==> src/hdl/gdr_pkg.sv <==
// Shared types and constants of the grid DDA raycaster.
// Used by every module of the block; depends on nothing.
package gdr_pkg;

   // Field widths
   localparam int POS_W   = 22;
   localparam int ANG_W   = 12;
   localparam int FOV_W   = 11;
   localparam int SCR_W   = 12;
   localparam int CELL_W  = 6;
   localparam int COL_W   = 11;
   localparam int DIST_W  = 23;
   localparam int LH_W    = 16;
   localparam int ROW_W   = 11;
   localparam int SIN_W   = 18;
   localparam int CSR_W   = 22;
   localparam int CSR_IDX_W = 3;

   // Shared serial divider sizes
   localparam int DIV_N_W = 33;
   localparam int DIV_D_W = 23;

   // Register indexes
   localparam logic [CSR_IDX_W-1:0] CSR_PLAYER_X  = 3'd0;
   localparam logic [CSR_IDX_W-1:0] CSR_PLAYER_Y  = 3'd1;
   localparam logic [CSR_IDX_W-1:0] CSR_PLAYER_A  = 3'd2;
   localparam logic [CSR_IDX_W-1:0] CSR_FOV       = 3'd3;
   localparam logic [CSR_IDX_W-1:0] CSR_SCREEN_W  = 3'd4;
   localparam logic [CSR_IDX_W-1:0] CSR_SCREEN_H  = 3'd5;

   // Commands
   localparam logic CMD_WRITE = 1'b0;
   localparam logic CMD_CAST  = 1'b1;

   // Fixed-point constants
   localparam logic [16:0] ONE_Q16   = 17'h10000;
   localparam logic [44:0] DELTA_SAT = 45'h1000_0000_0000;
   localparam logic [40:0] DIST_CAP  = 41'h100_0000_0000;
   localparam logic [22:0] DIST_MAX  = 23'h7F_FFFF;

   typedef struct packed {
      logic              command;
      logic [CELL_W-1:0] cell_x;
      logic [CELL_W-1:0] cell_y;
      logic              wall;
      logic [COL_W-1:0]  column;
   } req_type;

   typedef struct packed {
      logic [COL_W-1:0]  ray_column;
      logic              hit;
      logic              side;
      logic [CELL_W-1:0] hit_cell_x;
      logic [CELL_W-1:0] hit_cell_y;
      logic              step_x_negative;
      logic              step_y_negative;
      logic [DIST_W-1:0] raw_distance;
      logic [DIST_W-1:0] wall_distance;
      logic [LH_W-1:0]   slice_height;
      logic [ROW_W-1:0]  draw_start;
      logic [ROW_W-1:0]  draw_end;
   } rsp_type;

endpackage

==> src/hdl/gdr_sin.sv <==
// Sine unit: quarter-wave folding and an odd polynomial, one multiply a cycle.
// Six multiplies per value. Uses gdr_pkg.
module gdr_sin (
   input  logic                              clock,
   input  logic                              reset,
   input  logic                              start,
   input  logic [gdr_pkg::ANG_W-1:0]         angle,
   output logic                              done,
   output logic signed [gdr_pkg::SIN_W-1:0]  value
);
   import gdr_pkg::*;

   localparam logic [16:0] COEF [4] = '{17'd307, 17'd5223, 17'd42334, 17'd102944};

   logic              run_ff, run_in;
   logic [2:0]        k_ff, k_in;
   logic [16:0]       t_ff, t_in;
   logic [16:0]       t2_ff, t2_in;
   logic [16:0]       p_ff, p_in;
   logic              neg_ff, neg_in;
   logic              done_ff, done_in;
   logic [SIN_W-1:0]  value_ff, value_in;
   logic [10:0]       u;
   logic [16:0]       mul_a, mul_b;
   logic [33:0]       prod;
   logic [17:0]       sh;
   logic [16:0]       mag;

   always_comb begin
      // Fold the angle into the first quarter
      u = angle[10] ? (11'd1024 - {1'b0, angle[9:0]}) : {1'b0, angle[9:0]};
      mul_a = (k_ff == 3'd0 || k_ff == 3'd5) ? t_ff : t2_ff;
      mul_b = (k_ff == 3'd0) ? t_ff : p_ff;
      prod  = 34'(mul_a) * 34'(mul_b);
      sh    = prod[33:16];
      mag   = (sh > 18'(ONE_Q16)) ? ONE_Q16 : sh[16:0];

      run_in   = run_ff;
      k_in     = k_ff;
      t_in     = t_ff;
      t2_in    = t2_ff;
      p_in     = p_ff;
      neg_in   = neg_ff;
      done_in  = 1'b0;
      value_in = value_ff;

      if (start && !run_ff) begin
         t_in   = {u, 6'b0};
         neg_in = angle[11];
         k_in   = 3'd0;
         run_in = 1'b1;
      end else if (run_ff) begin
         k_in = k_ff + 3'd1;
         case (k_ff)
            3'd0: begin
               t2_in = sh[16:0];
               p_in  = 17'd11;
            end
            3'd1, 3'd2, 3'd3, 3'd4: begin
               p_in = COEF[2'(k_ff - 3'd1)] - sh[16:0];
            end
            default: begin
               value_in = neg_ff ? (SIN_W'(0) - {1'b0, mag}) : {1'b0, mag};
               done_in  = 1'b1;
               run_in   = 1'b0;
            end
         endcase
      end
   end

   always_ff @(posedge clock) begin
      t_ff     <= t_in;
      t2_ff    <= t2_in;
      p_ff     <= p_in;
      neg_ff   <= neg_in;
      k_ff     <= k_in;
      value_ff <= value_in;
      if (reset) begin
         run_ff  <= 1'b0;
         done_ff <= 1'b0;
      end else begin
         run_ff  <= run_in;
         done_ff <= done_in;
      end
   end

   assign done  = done_ff;
   assign value = $signed(value_ff);

endmodule

==> config.mk <==
export PLATFORM = sky130hd
export DESIGN_NAME = gdr_sin
export DESIGN_NICKNAME = d
export VERILOG_FILES = /design/src/hdl/gdr_pkg.sv /design/src/hdl/gdr_sin.sv
export SDC_FILE = /design/constraint.sdc
export NUM_CORES = 1
export LEC_CHECK = 0
export BUFFER_PORTS_ARGS = -buffer_cell sky130_fd_sc_hd__buf_2
export CAP_MARGIN = 20
export CORE_MARGIN = 2
export CORE_UTILIZATION = 25
export CTS_BUF_LIST = sky130_fd_sc_hd__clkbuf_8
export CTS_CLUSTER_SIZE = 24
export DETAILED_ROUTE_END_ITERATION = 6
export PLACE_DENSITY = 0.45
export SLEW_MARGIN = 0
export SYNTH_ARGS = -nofsm -noshare
export SYNTH_HDL_FRONTEND = slang
export SYNTH_SLANG_ARGS = --single-unit
==> constraint.sdc <==
create_clock -name clock -period 8.5 [get_ports clock]
set_input_delay 1.275 -clock clock [delete_from_list [all_inputs] [get_ports clock]]
set_output_delay 1.275 -clock clock [all_outputs]
set_load 0.02 [all_outputs]
==> out/results.ini <==
[sta]
tightestPinTransition_ns = 0.985
fmax_mhz = 120
fin_ws_ns = 0.173
rsz0062_at_grt = yes
finalSetupViolCount = 0
hold_viol = 0
period_share_pct = 98.0
period_needed_ns = 8.33
finalMaxSlewViolations = 0
slew-limit-headroom_pct = 34.0
clock_skew_ns = 0.00902

[synth]
synth-adder-area-share_pct = 44.6
synth.area.mux_share_pct = 3.43
synth-xor-area-share_pct = 2.88
ys_seq_area_share_pct = 14.9
netlist_area_um2 = 13600
ys_types = 75
netlist_instances = 1534
yosys.area_share.simple_pct = 15.5
async_reset_ff_share_pct = 0
synth-compound-area-share_pct = 8.24
synth_area_per_cell_um2 = 8.85
synth-warning-count = 0
yosys_register_bits = 69
synth_edf_count = 64
synth_top_family_by_area = adder cells
synth_flop_cell = edfxtp_1
synth.net_count = 1899

[detailed_routing]
drc = 0
vias_per_cell = 4.47
drtPass1Iterations = 5
wirelength_um = 45500
drt_iter0_markers = 580
ant_nets = 0
wire_per_inst_um = 17.9
num_vias = 11400

[global_routing]
first_global_vias = 12200
track_usage_pct = 16.7
grt_max_degree = 21
grt-ovfl-total = 0
grt_pass1_wl_um = 71800
antenna_found_initial = 0

[clock_tree]
clock_latency_ns = 0.35
clock-root-buffer = clkbuf_8
clk_pin_slew_ns = 0.07
cts_sinks = 69
h-tree-depth = 3
cts_inserted_buffers = 9
cts_tree = yes
clk_path_buf_depth = 2

[critical_path]
critical_path_peak_fanout = 5
critPathCapture = p_ff[16]
cp_slowest_cell = fa_2
arrival_ns = 8.43
critPathCaptureType = flop
r2r.worst_path.cells = 35
critPathMostFrequentCell = fa_1
r2r-end = p_ff[16]
reg2reg_from = k_ff[0]
crit_path_start = k_ff[0]
worst_setup_path_start_kind = flop
cp_slowest_stage_delay_ns = 0.59
worstPathRequired_ns = 8.60
path_class = flop to flop
reg2reg_slack_ns = 0.17

[layout]
final_common_cell = inv_1
nets = 2215
regArea_um2 = 2030
multiInputGateArea_um2 = 11000
synthToLayoutAreaGrowth_pct = 33.9
diodes = 0
fillers = 5636
mostFrequentLayoutCells = 316 x inv_1, 280 x buf_4, 205 x fa_1
drive_gt1_share_pct = 29.3
post-route-cell-area_um2 = 18200

[placement]
port_buffers = 33
place_congestion = 0.923
placed_area_um2 = 16700
dp_slack_ns = -0.551
dpl.hpwl_um = 39000

[floorplan]
fp.dieH_um = 237
die_width_um = 237
initial_core_util_pct = 25.2
num_rows = 85
core_um2 = 53800
dieArea_um2 = 56200
io_pins = 34

[run_status]
run_status = finished, final reports clean

[min_path]
hold_class = flop to flop

[job]
drv_cap = 0

-- per-stage QoR --
step	std cells	utilization [%]	setup TNS, ns	hold WS [ns]
2_1_floorplan	1534	-	0	0.480
3_3_place_gp	2482	31.0	-4.50	0.463
3_5_place_dp	2482	31.0	-3.53	0.476
4_1_cts	2533	32.6	-0.00408	0.513
5_1_grt	2550	33.8	-0.581	0.532
6_report	2550	33.8	0	0.511
-- synthesized netlist by cell type, types with 11 or more instances --
master	instances	area share, %
a21oi_1	51	1.9
and2_1	19	0.88
clkbuf_1	37	1.0
edfxtp_1	64	14
fa_1	223	33
ha_1	127	12
inv_1	329	9.1
mux2_2	20	1.7
mux2i_1	24	1.8
nand2_1	202	5.6
nand3_1	15	0.55
nor2_1	176	4.9
nor3_1	17	0.63
o211ai_1	11	0.61
o21ai_0	32	1.2
o31ai_1	11	0.61
xnor2_1	37	2.4
-- how the worst min path moves through the flow --
stage	slack [ns]	startpoint	cells after the start	end
floorplan	0.48	run_ff	2	k_ff[1]
global placement	0.46	k_ff[0]	1	k_ff[0]
detailed placement	0.48	k_ff[0]	1	k_ff[0]
CTS	0.51	k_ff[0]	1	k_ff[0]
global route	0.53	k_ff[0]	1	k_ff[0]
finish	0.51	k_ff[0]	1	k_ff[0]
-- sequential cells by signal, summed over array words and instances, names as in the netlist --
| register | count |
|---|---|
| value | 18 |
| done | 1 |
| k_ff | 3 |
| t2_ff | 17 |
| p_ff | 17 |
| neg_ff | 1 |
| t_ff | 11 |
| run_ff | 1 |
-- cell type report --
class                      count  share of cell area, %
clock buffer                   9                  0.681
clock inverter                 6                  0.310
inverter                     331                   6.85
multi-input combinational   1090                   60.3
sequential                    69                   11.1
tap                          696                   4.79
timing repair buffer         349                   15.9
-- critical path: cells and delay by family (launching register included) --
family,cells,cell delay [ns]
AO/OA/AOI/OAI,9,1.83
XOR/XNOR,2,0.31
adder cells (fa/ha/maj),9,3.69
buffers and inverters,8,0.73
flip-flops,1,0.39
multiplexers,2,0.49
AND/OR/NAND/NOR,5,0.63
-- kinds of logic (layout without fill, tap and decap cells) --
family                   count (synthesis)  after routing
multiplexers                            44             44
flip-flops                              69             69
XOR/XNOR                                43             43
AND/OR/NAND/NOR                        485            485
adder cells (fa/ha/maj)                350            350
AO/OA/AOI/OAI                          168            168
buffers and inverters                  375            695
-- repair_timing --
action / CTS / global route
setup endpoints to repair: 17 / 24
pin swaps: 29 / 99
gates cloned: 3 / 0
buffers inserted: 33 / 19
resized for setup: 65 / 130
hold endpoints to repair: 0 / 0
hold buffers: 0 / 0
-- routing by layer --
layer	track usage (%)	share of wire (%)	routed length (um)
met5	0	0	0
met4	3.91	2.2	1010
met3	1.78	4.4	2010
met2	27.7	47	21200
met1	23.3	47	21300
Power is not shown: default switching activity piles up to over one toggle a cycle in this logic, so the estimate is an artifact.
