[config.mk]
export PLATFORM = sky130hd
export DESIGN_NAME = gdr_div
export DESIGN_NICKNAME = d
export VERILOG_FILES = /design/src/hdl/gdr_pkg.sv /design/src/hdl/gdr_div.sv
export SDC_FILE = /design/constraint.sdc
export NUM_CORES = 1
export LEC_CHECK = 0
export BUFFER_PORTS_ARGS = -buffer_cell sky130_fd_sc_hd__buf_2
export CORE_MARGIN = 3
export CORE_UTILIZATION = 40
export DETAILED_ROUTE_END_ITERATION = 7
export PLACE_DENSITY = 0.67
export SYNTH_ARGS = -nofsm -noshare
export SYNTH_HDL_FRONTEND = slang
export SYNTH_SLANG_ARGS = --single-unit
[constraint.sdc]
create_clock -name clock -period 4 [get_ports clock]
set_clock_uncertainty 0.15 [all_clocks]
set_input_delay 0.8 -clock clock [delete_from_list [all_inputs] [get_ports clock]]
set_output_delay 0.8 -clock clock [all_outputs]
set_load 0.02 [all_outputs]
[src/hdl/gdr_pkg.sv]
// Shared types and constants of the grid DDA raycaster.
// Used by every module of the block; depends on nothing.
package gdr_pkg;

   // Field widths
   localparam int POS_W   = 22;
   localparam int ANG_W   = 12;
   localparam int FOV_W   = 11;
   localparam int SCR_W   = 12;
   localparam int CELL_W  = 6;
   localparam int COL_W   = 11;
   localparam int DIST_W  = 23;
   localparam int LH_W    = 16;
   localparam int ROW_W   = 11;
   localparam int SIN_W   = 18;
   localparam int CSR_W   = 22;
   localparam int CSR_IDX_W = 3;

   // Shared serial divider sizes
   localparam int DIV_N_W = 33;
   localparam int DIV_D_W = 23;

   // Register indexes
   localparam logic [CSR_IDX_W-1:0] CSR_PLAYER_X  = 3'd0;
   localparam logic [CSR_IDX_W-1:0] CSR_PLAYER_Y  = 3'd1;
   localparam logic [CSR_IDX_W-1:0] CSR_PLAYER_A  = 3'd2;
   localparam logic [CSR_IDX_W-1:0] CSR_FOV       = 3'd3;
   localparam logic [CSR_IDX_W-1:0] CSR_SCREEN_W  = 3'd4;
   localparam logic [CSR_IDX_W-1:0] CSR_SCREEN_H  = 3'd5;

   // Commands
   localparam logic CMD_WRITE = 1'b0;
   localparam logic CMD_CAST  = 1'b1;

   // Fixed-point constants
   localparam logic [16:0] ONE_Q16   = 17'h10000;
   localparam logic [44:0] DELTA_SAT = 45'h1000_0000_0000;
   localparam logic [40:0] DIST_CAP  = 41'h100_0000_0000;
   localparam logic [22:0] DIST_MAX  = 23'h7F_FFFF;

   typedef struct packed {
      logic              command;
      logic [CELL_W-1:0] cell_x;
      logic [CELL_W-1:0] cell_y;
      logic              wall;
      logic [COL_W-1:0]  column;
   } req_type;

   typedef struct packed {
      logic [COL_W-1:0]  ray_column;
      logic              hit;
      logic              side;
      logic [CELL_W-1:0] hit_cell_x;
      logic [CELL_W-1:0] hit_cell_y;
      logic              step_x_negative;
      logic              step_y_negative;
      logic [DIST_W-1:0] raw_distance;
      logic [DIST_W-1:0] wall_distance;
      logic [LH_W-1:0]   slice_height;
      logic [ROW_W-1:0]  draw_start;
      logic [ROW_W-1:0]  draw_end;
   } rsp_type;

endpackage

[src/hdl/gdr_div.sv]
// Restoring divider, one quotient bit per cycle.
// Shared by angle, step size and slice height. Uses gdr_pkg.
module gdr_div #(
   parameter int N_W = 33,
   parameter int D_W = 23
) (
   input  logic           clock,
   input  logic           reset,
   input  logic           start,
   input  logic [N_W-1:0] dividend,
   input  logic [D_W-1:0] divisor,
   output logic           done,
   output logic [N_W-1:0] quotient
);
   import gdr_pkg::*;

   localparam int CNT_W = $clog2(N_W + 1);

   logic             run_ff, run_in;
   logic [CNT_W-1:0] cnt_ff, cnt_in;
   logic [D_W-1:0]   rem_ff, rem_in;
   logic [N_W-1:0]   quo_ff, quo_in;
   logic [D_W-1:0]   dsr_ff, dsr_in;
   logic             done_ff, done_in;
   logic [D_W:0]     trial;
   logic             fits;

   always_comb begin
      trial   = {rem_ff, quo_ff[N_W-1]};
      fits    = trial >= {1'b0, dsr_ff};
      run_in  = run_ff;
      cnt_in  = cnt_ff;
      rem_in  = rem_ff;
      quo_in  = quo_ff;
      dsr_in  = dsr_ff;
      done_in = 1'b0;
      if (start && !run_ff) begin
         run_in = 1'b1;
         cnt_in = '0;
         rem_in = '0;
         quo_in = dividend;
         dsr_in = divisor;
      end else if (run_ff) begin
         // Shift in one dividend bit, subtract when it fits
         rem_in = fits ? D_W'(trial - {1'b0, dsr_ff}) : D_W'(trial);
         quo_in = {quo_ff[N_W-2:0], fits};
         cnt_in = cnt_ff + CNT_W'(1);
         if (cnt_ff == CNT_W'(N_W - 1)) begin
            run_in  = 1'b0;
            done_in = 1'b1;
         end
      end
   end

   always_ff @(posedge clock) begin
      cnt_ff <= cnt_in;
      rem_ff <= rem_in;
      quo_ff <= quo_in;
      dsr_ff <= dsr_in;
      if (reset) begin
         run_ff  <= 1'b0;
         done_ff <= 1'b0;
      end else begin
         run_ff  <= run_in;
         done_ff <= done_in;
      end
   end

   assign done     = done_ff;
   assign quotient = quo_ff;

endmodule

==> impl_metrics.csv <==
group,metric,value,unit
cts,cts_sinks,87,
hold_path,hold_path_class,"reg2reg",
global_route,overflow,0,
global_route,grtUsageMet1,21.0,%
sta,slew_headroom,48.5,%
hold_path,holdPathEnd,"rem_ff[9]$_SDFFE_PP0P_",
global_route,grt_pass1_wl,16800,microns
route,routed_wl,10300,microns
place,gp_congestion,0.873,
sta,hold_viol,0,
setup_path,worstPathMaxFanout,12,
power_and_ir_drop,peakVddDrop,0.000249,V
cells_and_area,drive_above_1_share,29.1,%
setup_path,slowest_stage,"nor2_1",
synthesis,syn_inst,421,
global_route,grt_max_degree,40,
job,maxCapViolations,0,
floorplanning,ioPinCount,93,
sta,period_minus_slack,3.26,ns
setup_path,crit_buf_inv,1,
sta,rsz0062_at_grt,"no",
sta,drv_slew,0,
sta,setup_ws,0.742,ns
outcome,status,"finished clean",
cts,cts.clk_slew.worst_paths,0.07,ns
global_route,grt_usage,16.4,%
synthesis,yosysTopAreaCellShare,36.5,%
cells_and_area,area_growth,19.7,%
floorplanning,row_count,38,
route,via_per_inst,5.27,
place,placed_area,5230,sq um
synthesis,async_flop_share,0,%
global_route,grt_pass1_vias,3534,
sta,fin_crit_sh,81.4,%
route,detail-route-antenna-nets,0,
synthesis,synth_edf_count,56,
cells_and_area,fin_area,5520,sq um
synthesis,synth_area_leaders,"edfxtp_1 (36%), dfxtp_1 (13%), mux2_2 (8.1%), ha_1 (6.8%), inv_1 (2.8%)",
floorplanning,dieWidth,113,microns
floorplanning,fp.dieArea,12900,sq um
route,vias,3486,
synthesis,synth_nets,506,
sta,final.setup.tns,0,ns
setup_path,cp_top_family,"simple AND/OR/NAND/NOR gates",
floorplanning,initial_utilization,41.8,%
hold_path,hold_depth,2,
power_and_ir_drop,powerDensity,402,nW/um^2
cts,cts_max_level,3,
setup_path,crit_path_end_kind,"flip-flop",
setup_path,r2r-end,"rem_ff[13]$_SDFFE_PP0P_",
cts,cts_resized,0,
cts,cts.path.max_buffers,2,
synthesis,ys_seq_elements,87,
setup_path,critical_path_class,"reg2reg",
cells_and_area,diodes,0,
place,io_buffers,92,
global_route,antenna_found_initial,0,
cells_and_area,layout.cells.non_filler,662,
hold_path,hp-start,"rem_ff[9]$_SDFFE_PP0P_",
place,detailedPlace.worstSlack,0.819,ns
cts,post_cts_buffers,0,
sta,worstMarginPinSlew,0.770,ns
setup_path,r2r_cells,11,
cts,clk_latency,0.35,ns
route,drc,0,
synthesis,yosysSeqAreaShare,49.9,%
power_and_ir_drop,leakagePower,0.00230,uW
sta,clock.fmax,307,MHz
cts,cts-hold-fix-buffers,0,
setup_path,worstPathArrival,3.39,ns
route,drt_iter0_drc,182,
cts,numCtsBuffers,9,
synthesis,synth_top_area_cell,"edfxtp_1",
setup_path,crit_path_cell_trace,"inv_1 > ha_1 > fa_1 > nor2b_1 > o31ai_2 > a21oi_1 > or3_1 > o211ai_2 > nand2_1 > nor2_1 > a221o_1",
place,post-place-cells,646,
floorplanning,die_h,113,microns
route,first_pass_iters,4,
setup_path,reg2reg_setup_slack,0.74,ns
cells_and_area,fin_nets,602,
synthesis,synth_area,4610,sq um
global_route,busiest_layer,"met2",
setup_path,rr_startpoint,"quotient[32]$_DFFE_PP_",
cells_and_area,fill_cells,1031,
setup_path,crit_required,4.13,ns
cts,cts-root-buf,"clkbuf_16",
sta,finalSetupViolations,0,
synthesis,yosysWarnings,0,
global_route,grt_use_met3,4.83,%
place,dp_hpwl,7520,microns
setup_path,start_kind,"flip-flop",
floorplanning,core_area,11000,sq um
synthesis,synth.avg_cell_area,11.0,sq um
global_route,met2_usage,25.8,%
synthesis,synth_cell_types,49,
route,wl_per_cell,15.5,microns
synthesis,ys.flop_type,"edfxtp_1",
cts,cts_tree,"yes",
setup_path,slowest_delay,0.57,ns
## state kept, by name (all words and copies together), names as in the netlist
signal,flops
rem_ff,23
dsr_ff,23
cnt_ff,6
run_ff,1
quotient,33
done,1
## Yosys cell counts, types with 3 or more instances
library cell / count
a211oi_1: 3
a21boi_0: 3
a21o_1: 6
a21oi_1: 22
a221o_1: 8
a31o_2: 3
and2_1: 8
clkbuf_1: 9
dfxtp_1: 31
edfxtp_1: 56
ha_1: 25
inv_1: 34
mux2_2: 33
mux2i_1: 10
nand2_1: 31
nand2b_1: 3
nand3_1: 8
nand4_1: 3
nor2_1: 26
nor2b_1: 5
nor3_1: 5
o21ai_0: 20
o21ai_1: 10
o2bb2a_1: 3
o31ai_1: 4
or3_1: 3
xnor2_1: 12
xor2_1: 10
## area by class of cell
class / count / area, sq um / area share [%]
Sequential cell: 87 / 2300 / 41.7
Multi-Input combinational cell: 288 / 2130 / 38.6
Timing Repair Buffer: 97 / 498 / 9.01
Clock buffer: 10 / 239 / 4.33
Tap cell: 140 / 175 / 3.17
Inverter: 34 / 128 / 2.31
Clock inverter: 6 / 52.6 / 0.951
## cells in the final DEF, fill, tap and decap left out, types with 2 or more instances in the layout
cell        count
a211oi_1        3
a21boi_0        3
a21o_1          6
a21oi_1        22
a221o_1         8
a22o_1          2
a31o_2          3
a41oi_1         2
and2_1          8
buf_2          92
buf_4           5
clkbuf_16       9
clkinv_4        2
clkinvlp_4      2
dfxtp_1        31
edfxtp_1       56
ha_1           25
inv_1          34
mux2_2         33
mux2i_1        10
nand2_1        31
nand2b_1        3
nand3_1         8
nand4_1         3
nor2_1         25
nor2b_1         5
nor3_1          5
nor4_1          2
o21a_1          2
o21ai_0        20
o21ai_1        10
o21bai_1        2
o2bb2a_1        3
o31ai_1         4
or3_1           3
xnor2_1        12
xor2_1         10
## worst min-delay path: stages (launching register included)
cell and delay (ns):
dfxtp_1 0.33, nand2_1 0.06, o21ai_1 0.05
## power by group
| group | switching, uW | total [uW] | leakage (uW) | internal (uW) |
|---|---|---|---|---|
| logic | 191 | 333 | 0.00136 | 142 |
| clock network | 362 | 809 | 0.000137 | 446 |
| registers | 39.1 | 1080 | 0.000803 | 1040 |
| total | 593 | 2220 | 0.00230 | 1630 |
## cell families (layout without fill, tap and decap cells)
logic type	count (synthesis)	count (layout)	share of synthesized area, %
AO/OA/AOI/OAI	99	99	14.5
AND/OR/NAND/NOR	98	98	9.93
flip-flops	87	87	49.9
buffers and inverters	46	147	4.10
multiplexers	43	43	10.2
adder cells (fa/ha/maj)	26	26	7.21
XOR/XNOR	22	22	4.18
## stage by stage
stage / total power [uW] / util (%) / hold WS, ns
2_1_floorplan: 1310 / - / 0.295
3_3_place_gp: 1420 / 47.4 / 0.311
3_5_place_dp: 1430 / 47.4 / 0.317
4_1_cts: 2250 / 50.1 / 0.329
5_1_grt: 2320 / 50.1 / 0.351
6_report: 2220 / 50.1 / 0.332
## worst max-delay path by stage
| stage | slack, ns | from | cells after the start | end |
|---|---|---|---|---|
| floorplan | 0.99 | start | 4 | quotient[25]$_DFFE_PP_ |
| global placement | 0.93 | quotient[32]$_DFFE_PP_ | 11 | rem_ff[18]$_SDFFE_PP0P_ |
| detailed placement | 0.82 | quotient[32]$_DFFE_PP_ | 11 | rem_ff[13]$_SDFFE_PP0P_ |
| CTS | 0.77 | quotient[32]$_DFFE_PP_ | 11 | rem_ff[15]$_SDFFE_PP0P_ |
| global route | 0.40 | quotient[32]$_DFFE_PP_ | 11 | rem_ff[15]$_SDFFE_PP0P_ |
| finish | 0.74 | quotient[32]$_DFFE_PP_ | 11 | rem_ff[13]$_SDFFE_PP0P_ |
## per-layer routing
metal	part of all wire, %	vias to the layer above
li1	-	1739
met1	45	1633
met2	47	105
met3	7.1	9
met4	1.5	0
met5	0	-
No activity file was read; power rests on OpenSTA's default activity.
